[src/sv/nal_exp_golomb_stream_decoder_macros.svh]
// Assertion helpers used by the decoder back end (egsd_back).
`ifndef NAL_EXP_GOLOMB_STREAM_DECODER_MACROS_SVH
`define NAL_EXP_GOLOMB_STREAM_DECODER_MACROS_SVH

// Same-cycle implication, checked out of reset.
`define EGSD_ASSERT_IMPL(label, clk, rst_n, a, b) \
  label: assert property (@(posedge clk) disable iff (!(rst_n)) (a) |-> (b)) \
    else $error("egsd assertion failed");

// Next-cycle implication, checked out of reset.
`define EGSD_ASSERT_NEXT(label, clk, rst_n, a, b) \
  label: assert property (@(posedge clk) disable iff (!(rst_n)) (a) |=> (b)) \
    else $error("egsd assertion failed");

`endif

[src/sv/egsd_pkg.sv]
package egsd_pkg;

  localparam int unsigned BYTE_W  = 8;
  localparam int unsigned VALUE_W = 33;
  localparam int unsigned ACC_W   = 32;
  localparam int unsigned CNT_W   = 6;

  localparam logic [BYTE_W-1:0] BYTE_ZERO   = 8'h00;
  localparam logic [BYTE_W-1:0] BYTE_ESCAPE = 8'h03;

  // Entry handed from the front to the bit engine
  typedef struct packed {
    logic [BYTE_W-1:0] data_byte;
    logic              clear;
  } egsd_qent_t;

  // Push/pop handshake between front, queue and back
  typedef struct packed {
    logic       valid;
    egsd_qent_t ent;
  } egsd_qpush_t;

endpackage

[src/sv/egsd_if.sv]
interface egsd_in_if;
  logic                         valid;
  logic                         ready;
  logic [egsd_pkg::BYTE_W-1:0]  data_byte;
  logic                         start_of_unit;

  modport source (output valid, output data_byte, output start_of_unit, input ready);
  modport sink   (input valid, input data_byte, input start_of_unit, output ready);
endinterface

interface egsd_out_if;
  logic                               valid;
  logic                               ready;
  logic signed [egsd_pkg::VALUE_W-1:0] code_value;
  logic                               code_error;
  logic                               last_of_byte;

  modport source (output valid, output code_value, output code_error,
                  output last_of_byte, input ready);
  modport sink   (input valid, input code_value, input code_error,
                  input last_of_byte, output ready);
endinterface

[src/sv/egsd_front.sv]
module egsd_front (
  input  logic                 clk,
  input  logic                 rst_n,
  egsd_in_if.sink              in_bus,
  input  logic                 q_ready,
  output egsd_pkg::egsd_qpush_t q_push
);
  import egsd_pkg::*;

  logic [1:0] zero_run_r, zero_run_nxt;
  logic       accept;
  logic [1:0] run_eff;
  logic       escape;

  assign in_bus.ready = q_ready;
  assign accept       = in_bus.valid && in_bus.ready;

  // start of unit clears the zero count before this beat is looked at
  assign run_eff = in_bus.start_of_unit ? 2'd0 : zero_run_r;
  assign escape  = (run_eff == 2'd2) && (in_bus.data_byte == BYTE_ESCAPE);

  always_comb begin
    zero_run_nxt = zero_run_r;
    if (accept) begin
      if (escape) begin
        zero_run_nxt = 2'd0;
      end else if (in_bus.data_byte == BYTE_ZERO) begin
        zero_run_nxt = (run_eff == 2'd2) ? 2'd2 : run_eff + 2'd1;
      end else begin
        zero_run_nxt = 2'd0;
      end
    end
  end

  always_ff @(posedge clk) begin
    if (!rst_n) begin
      zero_run_r <= 2'd0;
    end else begin
      zero_run_r <= zero_run_nxt;
    end
  end

  // escape bytes never reach the queue
  assign q_push.valid         = accept && !escape;
  assign q_push.ent.data_byte = in_bus.data_byte;
  assign q_push.ent.clear     = in_bus.start_of_unit;

endmodule

[src/sv/egsd_queue.sv]
module egsd_queue (
  input  logic                  clk,
  input  logic                  rst_n,
  input  egsd_pkg::egsd_qpush_t q_push,
  output logic                  q_ready,
  output egsd_pkg::egsd_qpush_t q_head,
  input  logic                  q_pop
);
  import egsd_pkg::*;

  // two-entry queue between front and bit engine
  egsd_qent_t mem_r [2];
  logic       wr_ptr_r, rd_ptr_r;
  logic [1:0] cnt_r, cnt_nxt;
  logic       do_wr, do_rd;

  assign q_ready      = (cnt_r != 2'd2);
  assign do_wr        = q_push.valid && q_ready;
  assign do_rd        = q_pop && (cnt_r != 2'd0);
  assign q_head.valid = (cnt_r != 2'd0);
  assign q_head.ent   = mem_r[rd_ptr_r];

  always_comb begin
    cnt_nxt = cnt_r;
    if (do_wr && !do_rd) begin
      cnt_nxt = cnt_r + 2'd1;
    end else if (do_rd && !do_wr) begin
      cnt_nxt = cnt_r - 2'd1;
    end
  end

  always_ff @(posedge clk) begin
    if (do_wr) begin
      mem_r[wr_ptr_r] <= q_push.ent;
    end
  end

  always_ff @(posedge clk) begin
    if (!rst_n) begin
      wr_ptr_r <= 1'b0;
      rd_ptr_r <= 1'b0;
      cnt_r    <= 2'd0;
    end else begin
      if (do_wr) wr_ptr_r <= ~wr_ptr_r;
      if (do_rd) rd_ptr_r <= ~rd_ptr_r;
      cnt_r <= cnt_nxt;
    end
  end

endmodule

[src/sv/egsd_back.sv]
`include "nal_exp_golomb_stream_decoder_macros.svh"

module egsd_back #(
  parameter int unsigned MAX_LEADING_ZEROS = 31
) (
  input  logic                  clk,
  input  logic                  rst_n,
  input  logic                  cfg_wr_en,
  input  logic                  cfg_wr_data,
  input  egsd_pkg::egsd_qpush_t q_head,
  output logic                  q_pop,
  egsd_out_if.source            out_bus
);
  import egsd_pkg::*;

  localparam logic [CNT_W-1:0] MAX_LZ = CNT_W'(MAX_LEADING_ZEROS);

  // configuration
  logic signed_mode_r;

  // current byte
  logic              cur_valid_r, cur_valid_nxt;
  logic [BYTE_W-1:0] sh_r, sh_nxt;
  logic [2:0]        idx_r, idx_nxt;
  logic              flush_r, flush_nxt;

  // code state
  logic             rs_r, rs_nxt;
  logic [CNT_W-1:0] lzc_r, lzc_nxt;
  logic [CNT_W-1:0] left_r, left_nxt;
  logic [ACC_W-1:0] acc_r, acc_nxt;

  // held result, waiting to learn whether it is the last of its byte
  logic             pend_valid_r, pend_valid_nxt;
  logic [ACC_W-1:0] pend_k_r, pend_k_nxt;
  logic             pend_err_r, pend_err_nxt;

  // output register
  logic               out_valid_r, out_valid_nxt;
  logic [VALUE_W-1:0] out_value_r, out_value_nxt;
  logic               out_err_r, out_err_nxt;
  logic               out_last_r, out_last_nxt;

  logic             advance, proc, last_bit, done, load, cur_bit;
  logic             res_v, res_err;
  logic [ACC_W-1:0] res_k, acc_shift;
  logic             push, push_err, push_last;
  logic [ACC_W-1:0] push_k;

  function automatic logic [VALUE_W-1:0] map_value(input logic [ACC_W-1:0] k,
                                                   input logic err,
                                                   input logic smode);
    logic [VALUE_W-1:0] kk;
    logic [VALUE_W-1:0] v;
    kk = {1'b0, k};
    if (err) begin
      v = '0;
    end else if (!smode) begin
      v = kk;
    end else if (k[0]) begin
      v = (kk + VALUE_W'(1)) >> 1;
    end else begin
      v = VALUE_W'(0) - (kk >> 1);
    end
    return v;
  endfunction

  assign advance   = !out_valid_r || out_bus.ready;
  assign proc      = advance && cur_valid_r && !flush_r;
  assign last_bit  = (idx_r == 3'd7);
  assign cur_bit   = sh_r[BYTE_W-1];
  assign acc_shift = {acc_r[ACC_W-2:0], cur_bit};

  // one bit of the code stream per cycle while the output advances and no flush is pending
  always_comb begin
    res_v    = 1'b0;
    res_err  = 1'b0;
    res_k    = '0;
    rs_nxt   = rs_r;
    lzc_nxt  = lzc_r;
    left_nxt = left_r;
    acc_nxt  = acc_r;
    if (proc) begin
      if (!rs_r) begin
        if (!cur_bit) begin
          if (lzc_r >= MAX_LZ) begin
            res_v   = 1'b1;
            res_err = 1'b1;
            lzc_nxt = '0;
          end else begin
            lzc_nxt = lzc_r + CNT_W'(1);
          end
        end else if (lzc_r == '0) begin
          res_v = 1'b1;
        end else begin
          rs_nxt   = 1'b1;
          left_nxt = lzc_r;
          acc_nxt  = ACC_W'(1);
        end
      end else begin
        acc_nxt  = acc_shift;
        left_nxt = left_r - CNT_W'(1);
        if (left_r == CNT_W'(1)) begin
          // leading one is kept in the accumulator, so k is one less
          res_v    = 1'b1;
          res_k    = acc_shift - ACC_W'(1);
          rs_nxt   = 1'b0;
          lzc_nxt  = '0;
          left_nxt = '0;
          acc_nxt  = '0;
        end
      end
    end
  end

  // result hand-off: hold one back until the next result or the end of its byte
  always_comb begin
    push           = 1'b0;
    push_k         = pend_k_r;
    push_err       = pend_err_r;
    push_last      = 1'b0;
    pend_valid_nxt = pend_valid_r;
    pend_k_nxt     = pend_k_r;
    pend_err_nxt   = pend_err_r;
    flush_nxt      = flush_r;
    if (advance && cur_valid_r && flush_r) begin
      push           = 1'b1;
      push_last      = 1'b1;
      pend_valid_nxt = 1'b0;
      flush_nxt      = 1'b0;
    end else if (proc) begin
      if (res_v && pend_valid_r) begin
        push         = 1'b1;
        pend_k_nxt   = res_k;
        pend_err_nxt = res_err;
        flush_nxt    = last_bit;
      end else if (res_v) begin
        if (last_bit) begin
          push      = 1'b1;
          push_k    = res_k;
          push_err  = res_err;
          push_last = 1'b1;
        end else begin
          pend_valid_nxt = 1'b1;
          pend_k_nxt     = res_k;
          pend_err_nxt   = res_err;
        end
      end else if (last_bit && pend_valid_r) begin
        push           = 1'b1;
        push_last      = 1'b1;
        pend_valid_nxt = 1'b0;
      end
    end
  end

  // byte sequencing and queue pop
  assign done  = advance && cur_valid_r &&
                 (flush_r || (last_bit && !(res_v && pend_valid_r)));
  assign load  = q_head.valid && (!cur_valid_r || done);
  assign q_pop = load;

  always_comb begin
    cur_valid_nxt = cur_valid_r;
    sh_nxt        = sh_r;
    idx_nxt       = idx_r;
    if (load) begin
      cur_valid_nxt = 1'b1;
      sh_nxt        = q_head.ent.data_byte;
      idx_nxt       = 3'd0;
    end else if (done) begin
      cur_valid_nxt = 1'b0;
    end else if (proc && !last_bit) begin
      sh_nxt  = {sh_r[BYTE_W-2:0], 1'b0};
      idx_nxt = idx_r + 3'd1;
    end
  end

  // output register
  always_comb begin
    out_valid_nxt = out_valid_r;
    out_value_nxt = out_value_r;
    out_err_nxt   = out_err_r;
    out_last_nxt  = out_last_r;
    if (advance) begin
      out_valid_nxt = push;
      out_value_nxt = map_value(push_k, push_err, signed_mode_r);
      out_err_nxt   = push_err;
      out_last_nxt  = push_last;
    end
  end

  always_ff @(posedge clk) begin
    sh_r        <= sh_nxt;
    idx_r       <= idx_nxt;
    pend_k_r    <= pend_k_nxt;
    pend_err_r  <= pend_err_nxt;
    out_value_r <= out_value_nxt;
    out_err_r   <= out_err_nxt;
    out_last_r  <= out_last_nxt;
  end

  always_ff @(posedge clk) begin
    if (!rst_n) begin
      signed_mode_r <= 1'b0;
      cur_valid_r   <= 1'b0;
      flush_r       <= 1'b0;
      rs_r          <= 1'b0;
      lzc_r         <= '0;
      left_r        <= '0;
      acc_r         <= '0;
      pend_valid_r  <= 1'b0;
      out_valid_r   <= 1'b0;
    end else begin
      if (cfg_wr_en) signed_mode_r <= cfg_wr_data;
      cur_valid_r  <= cur_valid_nxt;
      flush_r      <= flush_nxt;
      pend_valid_r <= pend_valid_nxt;
      out_valid_r  <= out_valid_nxt;
      if (load && q_head.ent.clear) begin
        // new unit: drop the unfinished code
        rs_r   <= 1'b0;
        lzc_r  <= '0;
        left_r <= '0;
        acc_r  <= '0;
      end else begin
        rs_r   <= rs_nxt;
        lzc_r  <= lzc_nxt;
        left_r <= left_nxt;
        acc_r  <= acc_nxt;
      end
    end
  end

  assign out_bus.valid        = out_valid_r;
  assign out_bus.code_value   = out_value_r;
  assign out_bus.code_error   = out_err_r;
  assign out_bus.last_of_byte = out_last_r;

  `EGSD_ASSERT_IMPL(a_flush_has_pend, clk, rst_n, flush_r, pend_valid_r && cur_valid_r)
  `EGSD_ASSERT_IMPL(a_suffix_left, clk, rst_n, rs_r, (left_r != '0) && (left_r <= lzc_r))
  `EGSD_ASSERT_IMPL(a_err_zero, clk, rst_n, out_valid_r && out_err_r, out_value_r == '0)

endmodule

[src/sv/nal_exp_golomb_stream_decoder.sv]
// Exp-Golomb stream decoder for coded video units.
// in_bus carries one raw byte per beat with start_of_unit, which clears the
// escape count and drops any unfinished code before that byte is used.
// After two zero bytes a 0x03 byte is removed; all other bits are decoded
// MSB first as a continuous run of Exp-Golomb codes. out_bus carries one
// beat per finished code: code_value (unsigned, or signed mapping when
// cfg_wr_data was written as 1), code_error for an over-long zero run,
// and last_of_byte on the final code of an input byte.
// Throughput: the bit engine consumes one bit per cycle while out_bus is
// not stalled, plus a flush step when the final bit of a byte finishes a
// code while an earlier code of the same byte is still held. A two-beat
// queue lets the front keep taking bytes while the engine works.
// An accepted byte goes through the queue into the engine's shift
// register, whose bits are then read in order. A finished code is held
// until the next code of that byte finishes or the byte ends; every code
// then leaves through the output register.
// Reset (synchronous, rst_n low) empties the queue and output register and
// clears all code state and signed mode. While out_bus.ready is low and a
// beat waits, the engine holds; the queue fills, then in_bus.ready drops.
module nal_exp_golomb_stream_decoder #(
  parameter int unsigned MAX_LEADING_ZEROS = 31
) (
  input  logic        clk,
  input  logic        rst_n,
  input  logic        cfg_wr_en,
  input  logic        cfg_wr_data,
  egsd_in_if.sink     in_bus,
  egsd_out_if.source  out_bus
);
  import egsd_pkg::*;

  egsd_qpush_t q_push;
  egsd_qpush_t q_head;
  logic        q_ready;
  logic        q_pop;

  egsd_front u_front (
    .clk     (clk),
    .rst_n   (rst_n),
    .in_bus  (in_bus),
    .q_ready (q_ready),
    .q_push  (q_push)
  );

  egsd_queue u_queue (
    .clk     (clk),
    .rst_n   (rst_n),
    .q_push  (q_push),
    .q_ready (q_ready),
    .q_head  (q_head),
    .q_pop   (q_pop)
  );

  egsd_back #(
    .MAX_LEADING_ZEROS (MAX_LEADING_ZEROS)
  ) u_back (
    .clk         (clk),
    .rst_n       (rst_n),
    .cfg_wr_en   (cfg_wr_en),
    .cfg_wr_data (cfg_wr_data),
    .q_head      (q_head),
    .q_pop       (q_pop),
    .out_bus     (out_bus)
  );

endmodule

[src/flat_wrapper.sv]
// flat-port wrapper written by rule: the top's interface ports become plain ports
module nal_exp_golomb_stream_decoder_flat import egsd_pkg::*;
#(
  parameter int unsigned MAX_LEADING_ZEROS = 31
)
  (clk, rst_n, cfg_wr_en, cfg_wr_data, in_bus_valid, in_bus_data_byte, in_bus_start_of_unit, in_bus_ready, out_bus_valid, out_bus_code_value, out_bus_code_error, out_bus_last_of_byte, out_bus_ready);
  egsd_in_if in_bus_i ();
  egsd_out_if out_bus_i ();
  input  logic clk;
  input  logic rst_n;
  input  logic cfg_wr_en;
  input  logic cfg_wr_data;
  input wire logic [$bits(in_bus_i.valid)-1:0] in_bus_valid;
  input wire logic [$bits(in_bus_i.data_byte)-1:0] in_bus_data_byte;
  input wire logic [$bits(in_bus_i.start_of_unit)-1:0] in_bus_start_of_unit;
  output wire logic [$bits(in_bus_i.ready)-1:0] in_bus_ready;
  output wire logic [$bits(out_bus_i.valid)-1:0] out_bus_valid;
  output wire logic [$bits(out_bus_i.code_value)-1:0] out_bus_code_value;
  output wire logic [$bits(out_bus_i.code_error)-1:0] out_bus_code_error;
  output wire logic [$bits(out_bus_i.last_of_byte)-1:0] out_bus_last_of_byte;
  input wire logic [$bits(out_bus_i.ready)-1:0] out_bus_ready;
  assign in_bus_i.valid = in_bus_valid;
  assign in_bus_i.data_byte = in_bus_data_byte;
  assign in_bus_i.start_of_unit = in_bus_start_of_unit;
  assign in_bus_ready = in_bus_i.ready;
  assign out_bus_valid = out_bus_i.valid;
  assign out_bus_code_value = out_bus_i.code_value;
  assign out_bus_code_error = out_bus_i.code_error;
  assign out_bus_last_of_byte = out_bus_i.last_of_byte;
  assign out_bus_i.ready = out_bus_ready;
  nal_exp_golomb_stream_decoder #(.MAX_LEADING_ZEROS(MAX_LEADING_ZEROS)) u_core (.clk(clk), .rst_n(rst_n), .cfg_wr_en(cfg_wr_en), .cfg_wr_data(cfg_wr_data), .in_bus(in_bus_i), .out_bus(out_bus_i));
endmodule
[config.mk]
export PLATFORM = sky130hd
export DESIGN_NAME = nal_exp_golomb_stream_decoder_flat
export DESIGN_NICKNAME = d
export VERILOG_FILES = /design/src/sv/egsd_pkg.sv /design/src/sv/egsd_if.sv /design/src/sv/egsd_front.sv /design/src/sv/egsd_queue.sv /design/src/sv/egsd_back.sv /design/src/sv/nal_exp_golomb_stream_decoder.sv /design/src/flat_wrapper.sv
export VERILOG_INCLUDE_DIRS = /design/src /design/src/sv
export SDC_FILE = /design/constraint.sdc
export NUM_CORES = 1
export LEC_CHECK = 0
export CORE_ASPECT_RATIO = 0.5
export CORE_MARGIN = 8
export CORE_UTILIZATION = 55
export CTS_BUF_LIST = sky130_fd_sc_hd__clkbuf_4 sky130_fd_sc_hd__clkbuf_8
export DETAILED_ROUTE_END_ITERATION = 8
export DONT_BUFFER_PORTS = 1
export HOLD_SLACK_MARGIN = 0.12
export PLACE_DENSITY = 0.81
export SYNTH_ARGS = -nofsm -noshare
export SYNTH_HDL_FRONTEND = slang
export SYNTH_SLANG_ARGS = --single-unit
[constraint.sdc]
create_clock -name clk -period 6 [get_ports clk]
set_input_delay 0 -clock clk [delete_from_list [all_inputs] [get_ports clk]]
set_output_delay 0 -clock clk [all_outputs]
set_load 0.03 [all_outputs]
==> qor.csv <==
metric;value;unit
initial antenna violation count;0;
CP Launch Type;flip-flop;
Worst R2R Start;u_core.u_back.idx_r[0]$_SDFFE_PP0P_;
Slew @ Worst Pin;1.05;ns
worst hold path depth;1;
critical path type;reg2reg;
CTS Buf Count;17;
flop2flop setup slack;0.92;ns
final count of hold timing violations;0;
largest family of logic cells by synthesized area;simple AND/OR/NAND/NOR gates;
setup ws final;0.921;ns
clk root buf;clkbuf_8;
CTS Hold Bufs;14;
synthesized flop and latch total;153;
Synth area leader;edfxtp_1;
first-pass GRT wire length;34.1;mm
Die Area;21300;sq um
crit-path cells;ha_1 > ha_1 > nor2b_1 > nand4b_1 > a211o_1 > buf_4 > a21oi_2 > inv_1 > ha_1 > and4_1 > a32oi_1 > nor3_1 > nand3_2 > nor4_4 > a21oi_1 > mux2_2 > a22oi_1 > nor2_1;
Primary FF master, synth;edfxtp_1;
Worst Path Arrival;5.27;ns
cell count along the critical path;18;
Reg clk slew, reported paths;0.08;ns
DRC;0;
Synth top cells by count;nand2_1 (109), nor2_1 (108), edfxtp_1 (94), a21oi_1 (86), dfxtp_1 (59);
Post-Synth XOR/XNOR Area;0.0508;
Worst VDD drop;179;uV
routed wire length per instance;17.1;microns
worst skew pair latency;0.46;ns
ys async rst share;0;
# rows;33;
Final GP Congestion;0.888;
max frequency;197;MHz
syn nets;1043;
Mapped Cells;1015;
synth warn;0;
Critical Path Fanout Max;23;
worst min path class;in2reg;
Final Critical Period;5.08;ns
Max Transition Viols Final;0;
Synth Area in Adders;0.0189;
pin count of the biggest net entering global routing;65;
most common cell in the netlist;nand2_1;
total power;3.51;mW
Slowest cell on crit path;nor3_1;
postcts setup bufs;0;
TritonCTS clock tree;built;
Synth top area share;0.309;
Detail Placement HPWL;15.0;mm
Overflow after GRT;0;
fillers;1334;
max cap viols;0;
CP dominant cell by count;ha_1;
endpoint type of the worst setup path;flip-flop;
Static Leak;3.46;nW
setup_tns;0;ns
Synth Area in Compound Gates;0.185;
Vias per Instance;6.16;
Worst Path Buf+Inv;2;
GRT Total Usage;0.196;
RSZ-0062 raised after global routing;false;
area grow syn2layout;7.35;%
Slew HR;0.298;
post-route ant nets;0;
vias in the first global route;6820;
Die X;198;microns
Layout Nets;1028;
status;finished, final reports clean;
Area contributors post-synth;edfxtp_1 (31%), dfxtp_1 (13%), a21oi_1 (4.7%);
Initial Utilization;0.561;
share of cells above drive strength 1;0.0988;
Syn Area/Cell;9.01;sq um
delay-heaviest family, CP;simple AND/OR/NAND/NOR gates;
DR pass1 iterations;6;
port buffer count;0;
Synth Area in Simple Gates;0.239;
Pwr Density;357;nW/um^2
1st-iter DRT viols;781;
worst slack, placed;1.05;ns
vias post-DR;7632;
Worst setup startpoint;u_core.u_back.idx_r[0]$_SDFFE_PP0P_;
Seq/Total Area, Yosys;0.438;
# H-tree levels;4;
Crit path required time;6.19;ns
cells on worst reg2reg path;18;
number of synthesized flops with an enable pin;94;
WL final;21.1;mm
TritonCTS Sinks;153;
Antenna Cells;0;
Die H;107;microns
Slowest Stage Delay on Critical Path;0.47;ns
Cell Count, Final, Fillers Out;1239;
I/O pin cnt;52;
multiplexer share of the synthesized area;0.0260;
Post-Place Cells;1194;
total core area;16300;sq um
hold path start;in_bus_data_byte[6];
Clock Skew;0.0174;ns
Distinct cells, synth;90;
Resized Gates After CTS;0;
final worst-path cycle share;0.847;
# setup viols final;0;
synthesized area;9140;sq um
Clock Path Buffers;2;
[area by class of cell]
cell class | count | area [sq um] | share of cell area
Inverter | 24 | 90.1 | 0.00918
Tap cell | 227 | 284 | 0.0289
Multi-Input combinational cell | 774 | 4780 | 0.487
Timing Repair Buffer | 30 | 260 | 0.0265
Clock buffer | 21 | 283 | 0.0288
Clock inverter | 10 | 116 | 0.0119
Sequential cell | 153 | 4010 | 0.408
[logic make-up (layout without fill, tap and decap cells)]
logic type / count (synthesis) / in the layout
buf+inv: 88 / 85
mux: 23 / 23
xor+xnor: 53 / 53
simple gates: 420 / 420
fa+ha+maj: 14 / 14
flops: 153 / 153
compound gates: 264 / 264
[state kept, by name, summed over array words and instances (netlist names), 2 cells and up, named ones only]
register	cells
u_core.u_back.out_bus.code_value	33
u_core.u_back.sh_r	8
u_core.u_back.left_r	6
u_core.u_back.pend_k_r	32
u_core.u_back.idx_r	3
u_core.u_queue.cnt_r	2
u_core.u_back.acc_r	31
u_core.u_queue.mem_r	18
u_core.u_back.lzc_r	6
u_core.u_front.zero_run_r	2
[placed cells by master (no fill, tap or decap), types with 13 or more instances in the layout]
| cell type | Yosys | routed |
|---|---|---|
| dfxtp_1 | 59 | 58 |
| edfxtp_1 | 94 | 94 |
| or3_1 | 13 | 13 |
| nor2_1 | 108 | 108 |
| clkbuf_8 | 0 | 20 |
| a211oi_1 | 17 | 17 |
| mux2i_1 | 20 | 20 |
| o21ai_1 | 16 | 17 |
| dlygate4sd3_1 | 0 | 14 |
| inv_1 | 23 | 23 |
| nand3_1 | 51 | 51 |
| ha_1 | 13 | 13 |
| nor3_1 | 24 | 23 |
| buf_4 | 1 | 16 |
| o21ai_0 | 55 | 53 |
| xnor2_1 | 40 | 40 |
| nand2_1 | 109 | 109 |
| a21oi_1 | 86 | 84 |
| xor2_1 | 13 | 13 |
[worst register-to-register path, cell delays in order, from the launching register on]
cell and delay [ns]:
dfxtp_1 0.33, ha_1 0.19, ha_1 0.29, nor2b_1 0.19
nand4b_1 0.36, a211o_1 0.21, buf_4 0.27, a21oi_2 0.11
inv_1 0.46, ha_1 0.32, and4_1 0.20, a32oi_1 0.09
nor3_1 0.47, nand3_2 0.21, nor4_4 0.46, a21oi_1 0.12
mux2_2 0.27, a22oi_1 0.19, nor2_1 0.06
[power breakdown]
part           leakage [nW]  total (mW)  switching, mW  internal, mW
sequential             1.44        1.56          0.217          1.34
combinational          1.81        1.14          0.718         0.424
clock                 0.207       0.804          0.397         0.407
total                  3.46        3.51           1.33          2.18
[path summary, 6_finish.rpt]
kind	to
worst max-delay path	u_core.u_back.out_bus.code_value[23]$_SDFFCE_PP0N_
worst min-delay path	u_core.u_queue.mem_r[1][7]$_DFFE_PP_
worst max register to register	u_core.u_back.out_bus.code_value[23]$_SDFFCE_PP0N_
worst min register to register	u_core.u_back.acc_r[30]$_SDFFE_PP0P_
[per-stage QoR]
stage / hold WS (ns) / area [sq um] / util
after CTS: 0.201 / 9820 / 0.602
after global routing: 0.223 / 9820 / 0.602
after detailed placement: 0.0991 / 9280 / 0.569
final: 0.232 / 9820 / 0.602
after floorplan: 0.0989 / 9140 / -
after global placement: 0.0990 / 9280 / 0.569
[metal layers]
metal | global-route usage | share of wire | vias to the layer above
met5 | 0 | 0 | -
met3 | 0.0413 | 0.085 | 35
li1 | - | - | 3694
met2 | 0.296 | 0.44 | 391
met1 | 0.275 | 0.46 | 3512
met4 | 0.0726 | 0.016 | 0
Power figures use the tool's default switching activity.
